===== src/design/lpt_pkg.sv =====
// shared constants, codes and types for the load percent and pre-torque block
package lpt_pkg;

   localparam int FLOOR_COUNT = 64;
   localparam int FLOOR_IDX_W = (FLOOR_COUNT > 1) ? $clog2(FLOOR_COUNT) : 1;
   localparam int RANGE_W     = 9;

   localparam int FLOOR_W  = 6;
   localparam int RAW_W    = 10;
   localparam int TBL_W    = 11;
   localparam int PCT_W    = 20;
   localparam int LOAD_W   = 17;
   localparam int TORQUE_W = 15;
   localparam int LIMIT_W  = 8;
   localparam int BAL_W    = 10;
   localparam int GAIN_W   = 14;
   localparam int ABS_W    = 10;

   localparam int CSR_IDX_W  = 3;
   localparam int CSR_DATA_W = 14;

   localparam int DIV_W     = 24;
   localparam int DIVISOR_W = 11;
   localparam int DIV_CNT_W = 5;
   localparam int LREM_W    = 4;

   localparam int PCT_SCALE   = 1000;
   localparam int TORQUE_MAX  = 10000;
   localparam int TORQUE_SPAN = 1000;
   localparam int BAND_TENTHS = 50;
   localparam int LOAD_DIV    = 10;

   typedef enum logic [CSR_IDX_W-1:0] {
      CSR_BYPASS       = 3'd0,
      CSR_ANTINUISANCE = 3'd1,
      CSR_DISPATCH     = 3'd2,
      CSR_OVERLOAD     = 3'd3,
      CSR_WHEELCHAIR   = 3'd4,
      CSR_BALANCE      = 3'd5,
      CSR_GAIN_UP      = 3'd6,
      CSR_GAIN_DOWN    = 3'd7
   } csr_index_type;

   typedef enum logic [1:0] {
      DIR_BALANCED = 2'd0,
      DIR_UP       = 2'd1,
      DIR_DOWN     = 2'd2,
      DIR_FAULT    = 2'd3
   } dir_type;

   typedef struct packed {
      logic                 start;
      logic [DIV_CNT_W-1:0] steps;
   } div_cmd_type;

   typedef struct packed {
      logic step;
      logic last;
      logic q_bit;
   } div_stat_type;

endpackage


===== src/design/lpt_sdiv.sv =====
// bit-serial restoring divider, one quotient bit per cycle, msb first
module lpt_sdiv (
   input  logic                                clock,
   input  logic                                reset,
   input  lpt_pkg::div_cmd_type                cmd,
   input  logic [lpt_pkg::DIV_W-1:0]           dividend,
   input  logic [lpt_pkg::DIVISOR_W-1:0]       divisor,
   output lpt_pkg::div_stat_type               stat,
   output logic [lpt_pkg::DIV_W-1:0]           quotient
);

   logic                              active_ff, active_in;
   logic [lpt_pkg::DIV_CNT_W-1:0]     cnt_ff, cnt_in;
   logic [lpt_pkg::DIV_W-1:0]         num_ff, num_in;
   logic [lpt_pkg::DIV_W-1:0]         quo_ff, quo_in;
   logic [lpt_pkg::DIVISOR_W-1:0]     rem_ff, rem_in;
   logic [lpt_pkg::DIVISOR_W-1:0]     dsr_ff, dsr_in;
   logic [lpt_pkg::DIVISOR_W:0]       trial;
   logic [lpt_pkg::DIVISOR_W:0]       trial_sub;
   logic                              fits;

   assign trial     = {rem_ff, num_ff[lpt_pkg::DIV_W-1]};
   assign trial_sub = trial - {1'b0, dsr_ff};
   assign fits      = trial >= {1'b0, dsr_ff};

   assign stat.step  = active_ff;
   assign stat.last  = active_ff && (cnt_ff == lpt_pkg::DIV_CNT_W'(1));
   assign stat.q_bit = fits;
   assign quotient   = {quo_ff[lpt_pkg::DIV_W-2:0], fits};

   always_comb begin
      active_in = active_ff;
      cnt_in    = cnt_ff;
      num_in    = num_ff;
      quo_in    = quo_ff;
      rem_in    = rem_ff;
      dsr_in    = dsr_ff;
      if (cmd.start) begin
         active_in = cmd.steps != '0;
         cnt_in    = cmd.steps;
         num_in    = dividend;
         quo_in    = '0;
         rem_in    = '0;
         dsr_in    = divisor;
      end else if (active_ff) begin
         active_in = cnt_ff != lpt_pkg::DIV_CNT_W'(1);
         cnt_in    = cnt_ff - lpt_pkg::DIV_CNT_W'(1);
         num_in    = {num_ff[lpt_pkg::DIV_W-2:0], 1'b0};
         quo_in    = {quo_ff[lpt_pkg::DIV_W-2:0], fits};
         rem_in    = fits ? trial_sub[lpt_pkg::DIVISOR_W-1:0] : trial[lpt_pkg::DIVISOR_W-1:0];
      end
   end

   always_ff @(posedge clock) begin
      if (reset) begin
         active_ff <= 1'b0;
         cnt_ff    <= '0;
      end else begin
         active_ff <= active_in;
         cnt_ff    <= cnt_in;
      end
   end

   always_ff @(posedge clock) begin
      num_ff <= num_in;
      quo_ff <= quo_in;
      rem_ff <= rem_in;
      dsr_ff <= dsr_in;
   end

endmodule


===== src/design/load_percent_and_pretorque.sv =====
// top level: floor table, load percent, threshold flags, balance and pre-torque
//
//  channel | ports                          | moves
//  req     | req_valid / req_ready, req_*   | table write or evaluate request
//  rsp     | rsp_valid / rsp_ready, rsp_*   | one result per evaluate request
//  csr     | csr_write_en, csr_index, data  | register write, no wait
//
// a table write is stored as the request is taken; an evaluate passes lookup, a load division
// in the serial divider when updating (20 quotient bits), evaluation, a pre-torque division
// when the torque is scaled (24 quotient bits) and the output state
// synchronous reset clears the state, configuration, held percent and load, and the sticky error, not the table
// a finished result sits in the output register; the next request is taken meanwhile
module load_percent_and_pretorque (
   input  logic                                  clock,
   input  logic                                  reset,
   input  logic                                  req_valid,
   output logic                                  req_ready,
   input  logic                                  req_kind,
   input  logic [lpt_pkg::FLOOR_W-1:0]           req_floor,
   input  logic [lpt_pkg::RAW_W-1:0]             req_raw_reading,
   input  logic [lpt_pkg::TBL_W-1:0]             req_empty_value,
   input  logic [lpt_pkg::TBL_W-1:0]             req_full_value,
   input  logic                                  req_weigher_ok,
   input  logic                                  req_update_allowed,
   input  logic                                  req_calibrating,
   input  logic                                  req_moving_down,
   output logic                                  rsp_valid,
   input  logic                                  rsp_ready,
   output logic [lpt_pkg::PCT_W-1:0]             rsp_percent_tenths,
   output logic [lpt_pkg::LOAD_W-1:0]            rsp_load_whole,
   output logic                                  rsp_bypass_flag,
   output logic                                  rsp_antinuisance_flag,
   output logic                                  rsp_dispatch_flag,
   output logic                                  rsp_overload_flag,
   output logic                                  rsp_no_wheelchair_flag,
   output logic [1:0]                            rsp_balance_direction,
   output logic signed [lpt_pkg::TORQUE_W-1:0]   rsp_pre_torque,
   output logic                                  rsp_table_error,
   output logic                                  rsp_request_read,
   input  logic                                  csr_write_en,
   input  logic [lpt_pkg::CSR_IDX_W-1:0]         csr_index,
   input  logic [lpt_pkg::CSR_DATA_W-1:0]        csr_wdata
);

   typedef enum logic [5:0] {
      ST_IDLE   = 6'b000001,
      ST_LOOKUP = 6'b000010,
      ST_DIV1   = 6'b000100,
      ST_EVAL   = 6'b001000,
      ST_DIV2   = 6'b010000,
      ST_OUT    = 6'b100000
   } state_type;

   localparam int ENTRY_W = 2 * lpt_pkg::TBL_W;
   localparam int WIDE_W  = lpt_pkg::PCT_W + 1;

   // configuration registers
   logic [lpt_pkg::LIMIT_W-1:0]  bypass_lim_ff, antin_lim_ff, disp_lim_ff, ovl_lim_ff, wchr_lim_ff;
   logic [lpt_pkg::BAL_W-1:0]    bal_ff;
   logic [lpt_pkg::GAIN_W-1:0]   gain_up_ff, gain_dn_ff;

   // floor table
   logic [ENTRY_W-1:0]               tbl_mem [lpt_pkg::FLOOR_COUNT];
   logic [ENTRY_W-1:0]               rd_ff;
   logic [lpt_pkg::FLOOR_IDX_W-1:0]  req_idx;
   logic                             req_in_range;
   logic                             req_take;

   state_type                     state_ff, state_in;
   logic [lpt_pkg::RAW_W-1:0]     raw_ff;
   logic                          wok_ff, upd_ff, cal_ff, down_ff, range_ff;
   logic                          usable_ff, usable_in;
   logic                          reqrd_ff, reqrd_in;
   logic [lpt_pkg::PCT_W-1:0]     held_pct_ff, held_pct_in;
   logic [lpt_pkg::LOAD_W-1:0]    held_load_ff, held_load_in;
   logic                          err_ff, err_in;
   logic [lpt_pkg::LREM_W-1:0]    lrem_ff, lrem_in;
   logic [lpt_pkg::LOAD_W-1:0]    lq_ff, lq_in;
   logic [4:0]                    flags_ff, flags_in;
   logic [1:0]                    dir_ff, dir_in;
   logic [lpt_pkg::TORQUE_W-1:0]  tq_ff, tq_in;
   logic                          neg_ff, neg_in;
   logic                          rsp_valid_ff, rsp_valid_in;
   logic                          rsp_load;

   logic [lpt_pkg::PCT_W-1:0]     rsp_pct_ff;
   logic [lpt_pkg::LOAD_W-1:0]    rsp_load_ff;
   logic [4:0]                    rsp_flags_ff;
   logic [1:0]                    rsp_dir_ff;
   logic [lpt_pkg::TORQUE_W-1:0]  rsp_tq_ff;
   logic                          rsp_err_ff, rsp_reqrd_ff;

   // lookup stage
   logic [lpt_pkg::TBL_W-1:0]     ent_empty, ent_full, span;
   logic [lpt_pkg::TBL_W-1:0]     raw_diff;
   logic                          full_above, raw_above;
   logic [lpt_pkg::PCT_W-1:0]     numer;
   logic                          usable_now, do_update;

   // load tracking and evaluation
   logic [lpt_pkg::LREM_W:0]      ltrial;
   logic                          lfit;
   logic signed [WIDE_W-1:0]      dev;
   logic [WIDE_W-1:0]             dev_abs;
   logic                          dev_over, dev_under;
   logic [lpt_pkg::GAIN_W-1:0]    gain_sel;
   logic [lpt_pkg::DIV_W-1:0]     product;
   logic [4:0]                    flags_now;
   logic [1:0]                    dir_now;
   logic [lpt_pkg::DIV_W-1:0]     tq_mag;

   lpt_pkg::div_cmd_type          div_cmd;
   lpt_pkg::div_stat_type         div_stat;
   logic [lpt_pkg::DIV_W-1:0]     div_dividend, div_quotient;
   logic [lpt_pkg::DIVISOR_W-1:0] div_divisor;

   lpt_sdiv u_div (
      .clock    (clock),
      .reset    (reset),
      .cmd      (div_cmd),
      .dividend (div_dividend),
      .divisor  (div_divisor),
      .stat     (div_stat),
      .quotient (div_quotient)
   );

   assign req_ready    = state_ff == ST_IDLE;
   assign req_take     = req_valid && req_ready;
   assign req_idx      = lpt_pkg::FLOOR_IDX_W'(req_floor);
   assign req_in_range = lpt_pkg::RANGE_W'(req_floor) < lpt_pkg::RANGE_W'(lpt_pkg::FLOOR_COUNT);

   always_ff @(posedge clock) begin
      if (req_take && !req_kind && req_in_range) begin
         tbl_mem[req_idx] <= {req_empty_value, req_full_value};
      end
      if (req_take && req_kind) begin
         rd_ff <= tbl_mem[req_idx];
      end
   end

   // lookup arithmetic
   assign ent_empty  = rd_ff[ENTRY_W-1:lpt_pkg::TBL_W];
   assign ent_full   = rd_ff[lpt_pkg::TBL_W-1:0];
   assign full_above = ent_full > ent_empty;
   assign raw_above  = lpt_pkg::TBL_W'(raw_ff) >= ent_empty;
   assign span       = ent_full - ent_empty;
   assign raw_diff   = lpt_pkg::TBL_W'(raw_ff) - ent_empty;
   assign numer      = lpt_pkg::PCT_W'(raw_diff[lpt_pkg::RAW_W-1:0])
                       * lpt_pkg::PCT_W'(lpt_pkg::PCT_SCALE);
   assign usable_now = wok_ff && !err_ff;
   assign do_update  = usable_now && upd_ff && range_ff;

   // load in whole percent, divided by ten as the quotient bits come out
   assign ltrial = {lrem_ff, div_stat.q_bit};
   assign lfit   = ltrial >= (lpt_pkg::LREM_W + 1)'(lpt_pkg::LOAD_DIV);

   // evaluation arithmetic
   assign dev       = $signed({1'b0, held_pct_ff}) - $signed(WIDE_W'(bal_ff));
   assign dev_abs   = dev[WIDE_W-1] ? WIDE_W'(-dev) : WIDE_W'(dev);
   assign dev_over  = dev > $signed(WIDE_W'(lpt_pkg::TORQUE_SPAN));
   assign dev_under = dev < -$signed(WIDE_W'(lpt_pkg::TORQUE_SPAN));
   assign gain_sel  = (gain_dn_ff != '0 && down_ff) ? gain_dn_ff : gain_up_ff;
   assign product   = lpt_pkg::DIV_W'(gain_sel) * lpt_pkg::DIV_W'(dev_abs[lpt_pkg::ABS_W-1:0]);
   assign tq_mag    = (div_quotient > lpt_pkg::DIV_W'(lpt_pkg::TORQUE_MAX))
                      ? lpt_pkg::DIV_W'(lpt_pkg::TORQUE_MAX) : div_quotient;

   always_comb begin
      flags_now[0] = bypass_lim_ff != '0 && held_load_ff > lpt_pkg::LOAD_W'(bypass_lim_ff);
      flags_now[1] = antin_lim_ff != '0 && held_load_ff < lpt_pkg::LOAD_W'(antin_lim_ff);
      flags_now[2] = disp_lim_ff != '0 && held_load_ff > lpt_pkg::LOAD_W'(disp_lim_ff);
      flags_now[3] = ovl_lim_ff != '0 && held_load_ff > lpt_pkg::LOAD_W'(ovl_lim_ff);
      flags_now[4] = wchr_lim_ff != '0 && held_load_ff > lpt_pkg::LOAD_W'(wchr_lim_ff);
      if (WIDE_W'(held_pct_ff) + WIDE_W'(lpt_pkg::BAND_TENTHS) < WIDE_W'(bal_ff)) begin
         dir_now = lpt_pkg::DIR_UP;
      end else if (WIDE_W'(held_pct_ff) > WIDE_W'(bal_ff) + WIDE_W'(lpt_pkg::BAND_TENTHS)) begin
         dir_now = lpt_pkg::DIR_DOWN;
      end else begin
         dir_now = lpt_pkg::DIR_BALANCED;
      end
   end

   always_comb begin
      state_in     = state_ff;
      usable_in    = usable_ff;
      reqrd_in     = reqrd_ff;
      held_pct_in  = held_pct_ff;
      held_load_in = held_load_ff;
      err_in       = err_ff;
      lrem_in      = lrem_ff;
      lq_in        = lq_ff;
      flags_in     = flags_ff;
      dir_in       = dir_ff;
      tq_in        = tq_ff;
      neg_in       = neg_ff;
      rsp_load     = 1'b0;
      div_cmd      = '0;
      div_dividend = '0;
      div_divisor  = '0;
      case (state_ff)
         ST_IDLE: begin
            if (req_take && req_kind) begin
               state_in = ST_LOOKUP;
            end
         end
         ST_LOOKUP: begin
            usable_in = usable_now;
            reqrd_in  = usable_now && upd_ff && !cal_ff;
            if (!usable_now) begin
               held_pct_in = lpt_pkg::PCT_W'(bal_ff);
               state_in    = ST_EVAL;
            end else if (do_update) begin
               div_cmd.start = 1'b1;
               div_cmd.steps = lpt_pkg::DIV_CNT_W'(lpt_pkg::PCT_W);
               div_dividend  = {(full_above && raw_above) ? numer : '0,
                                (lpt_pkg::DIV_W - lpt_pkg::PCT_W)'(0)};
               div_divisor   = full_above ? span : lpt_pkg::DIVISOR_W'(1);
               if (!full_above) begin
                  err_in = 1'b1;
               end
               lrem_in  = '0;
               lq_in    = '0;
               state_in = ST_DIV1;
            end else begin
               state_in = ST_EVAL;
            end
         end
         ST_DIV1: begin
            if (div_stat.step) begin
               lrem_in = lfit ? lpt_pkg::LREM_W'(ltrial - (lpt_pkg::LREM_W + 1)'(lpt_pkg::LOAD_DIV))
                              : lpt_pkg::LREM_W'(ltrial);
               lq_in   = {lq_ff[lpt_pkg::LOAD_W-2:0], lfit};
            end
            if (div_stat.last) begin
               held_pct_in  = div_quotient[lpt_pkg::PCT_W-1:0];
               held_load_in = {lq_ff[lpt_pkg::LOAD_W-2:0], lfit};
               state_in     = ST_EVAL;
            end
         end
         ST_EVAL: begin
            if (usable_ff) begin
               flags_in = flags_now;
               dir_in   = dir_now;
            end else begin
               flags_in = '0;
               dir_in   = lpt_pkg::DIR_FAULT;
            end
            state_in = ST_OUT;
            if (!usable_ff || gain_up_ff == '0 || err_ff) begin
               tq_in = '0;
            end else if (dev_over) begin
               tq_in = lpt_pkg::TORQUE_W'(lpt_pkg::TORQUE_MAX);
            end else if (dev_under) begin
               tq_in = -lpt_pkg::TORQUE_W'(lpt_pkg::TORQUE_MAX);
            end else begin
               div_cmd.start = 1'b1;
               div_cmd.steps = lpt_pkg::DIV_CNT_W'(lpt_pkg::DIV_W);
               div_dividend  = product;
               div_divisor   = lpt_pkg::DIVISOR_W'(lpt_pkg::TORQUE_SPAN);
               neg_in        = dev[WIDE_W-1];
               state_in      = ST_DIV2;
            end
         end
         ST_DIV2: begin
            if (div_stat.last) begin
               tq_in    = neg_ff ? -lpt_pkg::TORQUE_W'(tq_mag) : lpt_pkg::TORQUE_W'(tq_mag);
               state_in = ST_OUT;
            end
         end
         ST_OUT: begin
            if (!rsp_valid_ff || rsp_ready) begin
               rsp_load = 1'b1;
               state_in = ST_IDLE;
            end
         end
         default: begin
            state_in = ST_IDLE;
         end
      endcase
   end

   assign rsp_valid_in = rsp_load || (rsp_valid_ff && !rsp_ready);

   always_ff @(posedge clock) begin
      if (reset) begin
         state_ff      <= ST_IDLE;
         rsp_valid_ff  <= 1'b0;
         held_pct_ff   <= '0;
         held_load_ff  <= '0;
         err_ff        <= 1'b0;
         bypass_lim_ff <= '0;
         antin_lim_ff  <= '0;
         disp_lim_ff   <= '0;
         ovl_lim_ff    <= '0;
         wchr_lim_ff   <= '0;
         bal_ff        <= '0;
         gain_up_ff    <= '0;
         gain_dn_ff    <= '0;
      end else begin
         state_ff     <= state_in;
         rsp_valid_ff <= rsp_valid_in;
         held_pct_ff  <= held_pct_in;
         held_load_ff <= held_load_in;
         err_ff       <= err_in;
         if (csr_write_en) begin
            case (lpt_pkg::csr_index_type'(csr_index))
               lpt_pkg::CSR_BYPASS:       bypass_lim_ff <= csr_wdata[lpt_pkg::LIMIT_W-1:0];
               lpt_pkg::CSR_ANTINUISANCE: antin_lim_ff  <= csr_wdata[lpt_pkg::LIMIT_W-1:0];
               lpt_pkg::CSR_DISPATCH:     disp_lim_ff   <= csr_wdata[lpt_pkg::LIMIT_W-1:0];
               lpt_pkg::CSR_OVERLOAD:     ovl_lim_ff    <= csr_wdata[lpt_pkg::LIMIT_W-1:0];
               lpt_pkg::CSR_WHEELCHAIR:   wchr_lim_ff   <= csr_wdata[lpt_pkg::LIMIT_W-1:0];
               lpt_pkg::CSR_BALANCE:      bal_ff        <= csr_wdata[lpt_pkg::BAL_W-1:0];
               lpt_pkg::CSR_GAIN_UP:      gain_up_ff    <= csr_wdata[lpt_pkg::GAIN_W-1:0];
               lpt_pkg::CSR_GAIN_DOWN:    gain_dn_ff    <= csr_wdata[lpt_pkg::GAIN_W-1:0];
               default: begin
               end
            endcase
         end
      end
   end

   always_ff @(posedge clock) begin
      if (req_take && req_kind) begin
         raw_ff   <= req_raw_reading;
         wok_ff   <= req_weigher_ok;
         upd_ff   <= req_update_allowed;
         cal_ff   <= req_calibrating;
         down_ff  <= req_moving_down;
         range_ff <= req_in_range;
      end
      usable_ff <= usable_in;
      reqrd_ff  <= reqrd_in;
      lrem_ff   <= lrem_in;
      lq_ff     <= lq_in;
      flags_ff  <= flags_in;
      dir_ff    <= dir_in;
      tq_ff     <= tq_in;
      neg_ff    <= neg_in;
      if (rsp_load) begin
         rsp_pct_ff   <= held_pct_ff;
         rsp_load_ff  <= held_load_ff;
         rsp_flags_ff <= flags_ff;
         rsp_dir_ff   <= dir_ff;
         rsp_tq_ff    <= tq_ff;
         rsp_err_ff   <= err_ff;
         rsp_reqrd_ff <= reqrd_ff;
      end
   end

   assign rsp_valid              = rsp_valid_ff;
   assign rsp_percent_tenths     = rsp_pct_ff;
   assign rsp_load_whole         = rsp_load_ff;
   assign rsp_bypass_flag        = rsp_flags_ff[0];
   assign rsp_antinuisance_flag  = rsp_flags_ff[1];
   assign rsp_dispatch_flag      = rsp_flags_ff[2];
   assign rsp_overload_flag      = rsp_flags_ff[3];
   assign rsp_no_wheelchair_flag = rsp_flags_ff[4];
   assign rsp_balance_direction  = rsp_dir_ff;
   assign rsp_pre_torque         = $signed(rsp_tq_ff);
   assign rsp_table_error        = rsp_err_ff;
   assign rsp_request_read       = rsp_reqrd_ff;

endmodule


===== config.mk =====
export PLATFORM = sky130hd
export DESIGN_NAME = load_percent_and_pretorque
export DESIGN_NICKNAME = d
export VERILOG_FILES = /design/src/design/lpt_pkg.sv /design/src/design/lpt_sdiv.sv /design/src/design/load_percent_and_pretorque.sv
export SDC_FILE = /design/constraint.sdc
export NUM_CORES = 2
export LEC_CHECK = 0
export BUFFER_PORTS_ARGS = -buffer_cell sky130_fd_sc_hd__buf_4
export CORE_ASPECT_RATIO = 0.75
export CORE_MARGIN = 2
export CORE_UTILIZATION = 68
export DETAILED_ROUTE_END_ITERATION = 12
export PLACE_DENSITY = 0.87
export SETUP_SLACK_MARGIN = 0.4
export SYNTH_ARGS = -nofsm -noshare
export SYNTH_HDL_FRONTEND = slang
export SYNTH_HIERARCHICAL = 1
export SYNTH_SLANG_ARGS = --single-unit

===== constraint.sdc =====
create_clock -name clock -period 15.5 [get_ports clock]
set_clock_uncertainty 0.05 [all_clocks]
set_input_delay 1.55 -clock clock [delete_from_list [all_inputs] [get_ports clock]]
set_output_delay 1.55 -clock clock [all_outputs]
set_load 0.01 [all_outputs]

==> summary.txt <==
Clocking
  • Post-CTS Resized: 0
  • Hold Buf Count CTS: 0
  • Worst-path clk slew: 80 ps
  • Worst skew pair latency: 810 ps
  • Post-CTS setup buffers: 0
  • CTS H-tree depth: 4
  • CTS Buf Count: around 160
  • Clock tree buffer depth: 3
  • Clock Sinks: between 1500 and 2000
  • CTS tree: yes
  • Root Buffer Master: clkbuf_16

Yosys
  • Synthesized area: 74300 um^2
  • Ys Warns: 6
  • Main synth FF type: edfxtp_1
  • EDFF count, synth: 1585
  • Seq/Total Area, Yosys: 68.4%
  • Post-synth ARST share: 0%
  • Mapped Avg Cell Area: 14.4 um^2
  • #FFs+latches synth: 1748
  • Syn Inst Count: 5169
  • Distinct cell type count after synthesis: 86

Pwr
  • Switching share of total power: 32.7%
  • Pwr Total: 0.0132 W
  • Sequential Power Share: 39.8%
  • PD cells: between 150 and 200 nW/um^2
  • Internal cell power: about 0.0089 W
  • Switch Pwr: 0.00432 W
  • Pleak: 27.7 nW
  • Combinational Power Share: 31.0%
  • Clock share of power: 29.2%
  • Maximum vdd drop: 0.000439 V

Global routing
  • Vias in the first global route: 47300
  • First-pass GRT wire length: between 300000 and 400000 um
  • Pin count of the biggest net entering global routing: 120
  • GRT Residual Overflow: 0
  • Gr usage total: a little under two fifths
  • Initial antenna violation count: 14

Floorplanning
  • Core area: 108000 um^2
  • Initial Util: 68.9%
  • Die ar.: approximately 110000 um^2
  • Top-Level Pins: ~130
  • Die Y: 290 um
  • Width of the die: about 390 um
  • # rows: approximately 100

Final layout
  • Layout Utilization: 76.2%
  • Area delta synth->final: 10.6%
  • Final Instance Area: 82200 um^2
  • Share of cells above drive strength 1: 11.2%
  • Finished Layout Cells: ~7000
  • Commonest non-fill, non-tap cell in the layout: edfxtp_1
  • Most frequent cells in the layout: edfxtp_1, a22oi_1, nand2_1
  • Fillcell total: 5800
  • Final-stage net count: 5701

Timing
  • Final TNS setup: 0 ps
  • RSZ-0062 raised after global routing: no
  • Tcrit/Tclk final: ~61%
  • Min Tclk post-route: about 9400 ps
  • Slew headroom: roughly 8.4%
  • FMAX: around 110 MHz
  • Final number of setup-violating endpoints: 0
  • Least-Margin Pin Slew: 1370 ps
  • Pins Over Slew Limit: 0
  • Number of hold violations in the final report: 0

Worst setup path
  • Max incr delay on CP: 1010 ps
  • Max stage delay cell, worst path: nor3_2
  • WP data arrival: 9910 ps
  • Crit. End Element: flop
  • R2r setup slk: around 6100 ps
  • Worst path required time: roughly 16000 ps
  • Crit Path Max Fanout: 16
  • Setup CP Type: reg2reg
  • Startpoint Class: flop

Placement
  • Detail Placement HPWL: 122000 um
  • Placed cell area: a little under 80000 um^2
  • RePlAce Congestion: 0.973
  • Placed Cells: 6575
  • IO Port Bufs: 127

Run
  • Max-cap violations: 0

Route
  • Detailed Route Iter0 Violations: 8865
  • TritonRoute pass-1 iters: 7
  • Routed Antenna Nets: 0
  • Drt wl/cell: 30.5 um
  • Vias: 49400
  • Total wire length: 209000 um
  • Residual DRC: 0
  • DR vias/cell: roughly 7.2

Worst hold path
  • Worst min path class: reg2reg

Status
  • Status: complete, no violations
[critical path: cells and delay by family (launching register included)]
| family | cells | cell delay [ps] |
|---|---|---|
| xor gates and xnor gates | 1 | 680 |
| DFF | 1 | 440 |
| buffers and inverters | 5 | 330 |
| muxes | 1 | 310 |
| and+or+nand+nor | 5 | 1750 |
| adders and majority gates | 7 | 3480 |
| AOI/OAI and AO/OA | 10 | 2130 |
[per-layer routing]
| metal | wire length (um) | vias up | share of wire (%) | track usage (%) |
|---|---|---|---|---|
| met2 | 91000 | 4343 | 43 | 52.6 |
| li1 | - | 20300 | - | - |
| met5 | 64 | - | 0.031 | 0 |
| met4 | 9240 | 10 | 4.4 | 16.3 |
| met1 | 74200 | 24100 | 35 | 52.3 |
| met3 | 34800 | 660 | 17 | 13.9 |
[cells by family after synthesis]
family                     Yosys count  share of synthesized area [%]
AOI/OAI and AO/OA                 1349                           13.2
xor gates and xnor gates           102                           1.21
adders and majority gates          334                           6.93
buffers and inverters              551                           2.88
DFF                               1748                           68.4
muxes                               71                           1.02
other                                1                        0.00505
and+or+nand+nor                   1013                           6.31
[power by group through the flow]
stage	registers [W]	logic, W	clock network [W]
6_report	0.00526	0.00410	0.00386
5_1_grt	0.00527	0.00444	0.00404
4_1_cts	0.00526	0.00400	0.00386
3_5_place_dp	0.00536	0.00376	0
3_3_place_gp	0.00536	0.00361	0
2_1_floorplan	0.00534	0.00286	0
[path summary, 6_finish.rpt]
path	from	endpoint	cells past startpoint
worst max register to register	bal_ff[6]	u_div/num_ff[23]	29
worst min register to register	flags_ff[0]	rsp_flags_ff[0]	0
worst min-delay path	flags_ff[0]	rsp_flags_ff[0]	0
worst max-delay path	bal_ff[6]	u_div/num_ff[23]	29
[state kept, by name, indices dropped and copies added, names as in the netlist, 11 cells and up]
signal              flops
held_load_ff           17
gain_dn_ff             14
gain_up_ff             14
u_div/dsr_ff           11
rsp_pre_torque         15
lq_ff                  16
u_div/num_ff           24
u_div/quo_ff           23
held_pct_ff            20
rd_ff                  22
tbl_mem              1408
tq_ff                  15
u_div/rem_ff           11
rsp_percent_tenths     20
rsp_load_whole         17
[synthesized netlist by cell type, types with 34 or more instances]
| cell | instances | area share (%) |
|---|---|---|
| o21ai_0 | 67 | 0.45 |
| nor4_1 | 54 | 0.45 |
| a22o_1 | 154 | 1.8 |
| and2_1 | 34 | 0.29 |
| edfxtp_1 | 1585 | 64 |
| nand3_1 | 57 | 0.38 |
| buf_1 | 35 | 0.18 |
| nand4_1 | 46 | 0.39 |
| a21oi_1 | 205 | 1.4 |
| mux2i_1 | 35 | 0.47 |
| xor2_1 | 43 | 0.51 |
| dfxtp_1 | 163 | 4.4 |
| nand2_1 | 400 | 2.0 |
| clkbuf_1 | 203 | 1.0 |
| a31oi_1 | 160 | 1.3 |
| xnor2_1 | 58 | 0.68 |
| nor2_1 | 257 | 1.3 |
| fa_1 | 129 | 3.5 |
| a221oi_1 | 155 | 1.8 |
| ha_1 | 205 | 3.5 |
| inv_1 | 284 | 1.4 |
| a22oi_1 | 401 | 4.1 |
| mux2_2 | 36 | 0.55 |
| o21a_1 | 37 | 0.37 |
[stage by stage]
stage	worst slack [ps]	hold slack, ps
2_1_floorplan	7780	350
3_3_place_gp	6450	353
3_5_place_dp	6250	355
4_1_cts	6210	361
5_1_grt	5500	372
6_report	6090	365
[cell type report]
class                      count  area, um^2  share of cell area [%]
antenna                       10        25.0                  0.0304
clock buffer                 211        4260                    5.18
clock inverter                71         759                   0.924
inverter                     286        1070                    1.31
multi-input combinational   2873       21600                    26.2
sequential                  1748       50900                    61.9
tap                         1431        1790                    2.18
timing repair buffer         237        1850                    2.26
No activity file was read; power rests on OpenSTA's default activity.
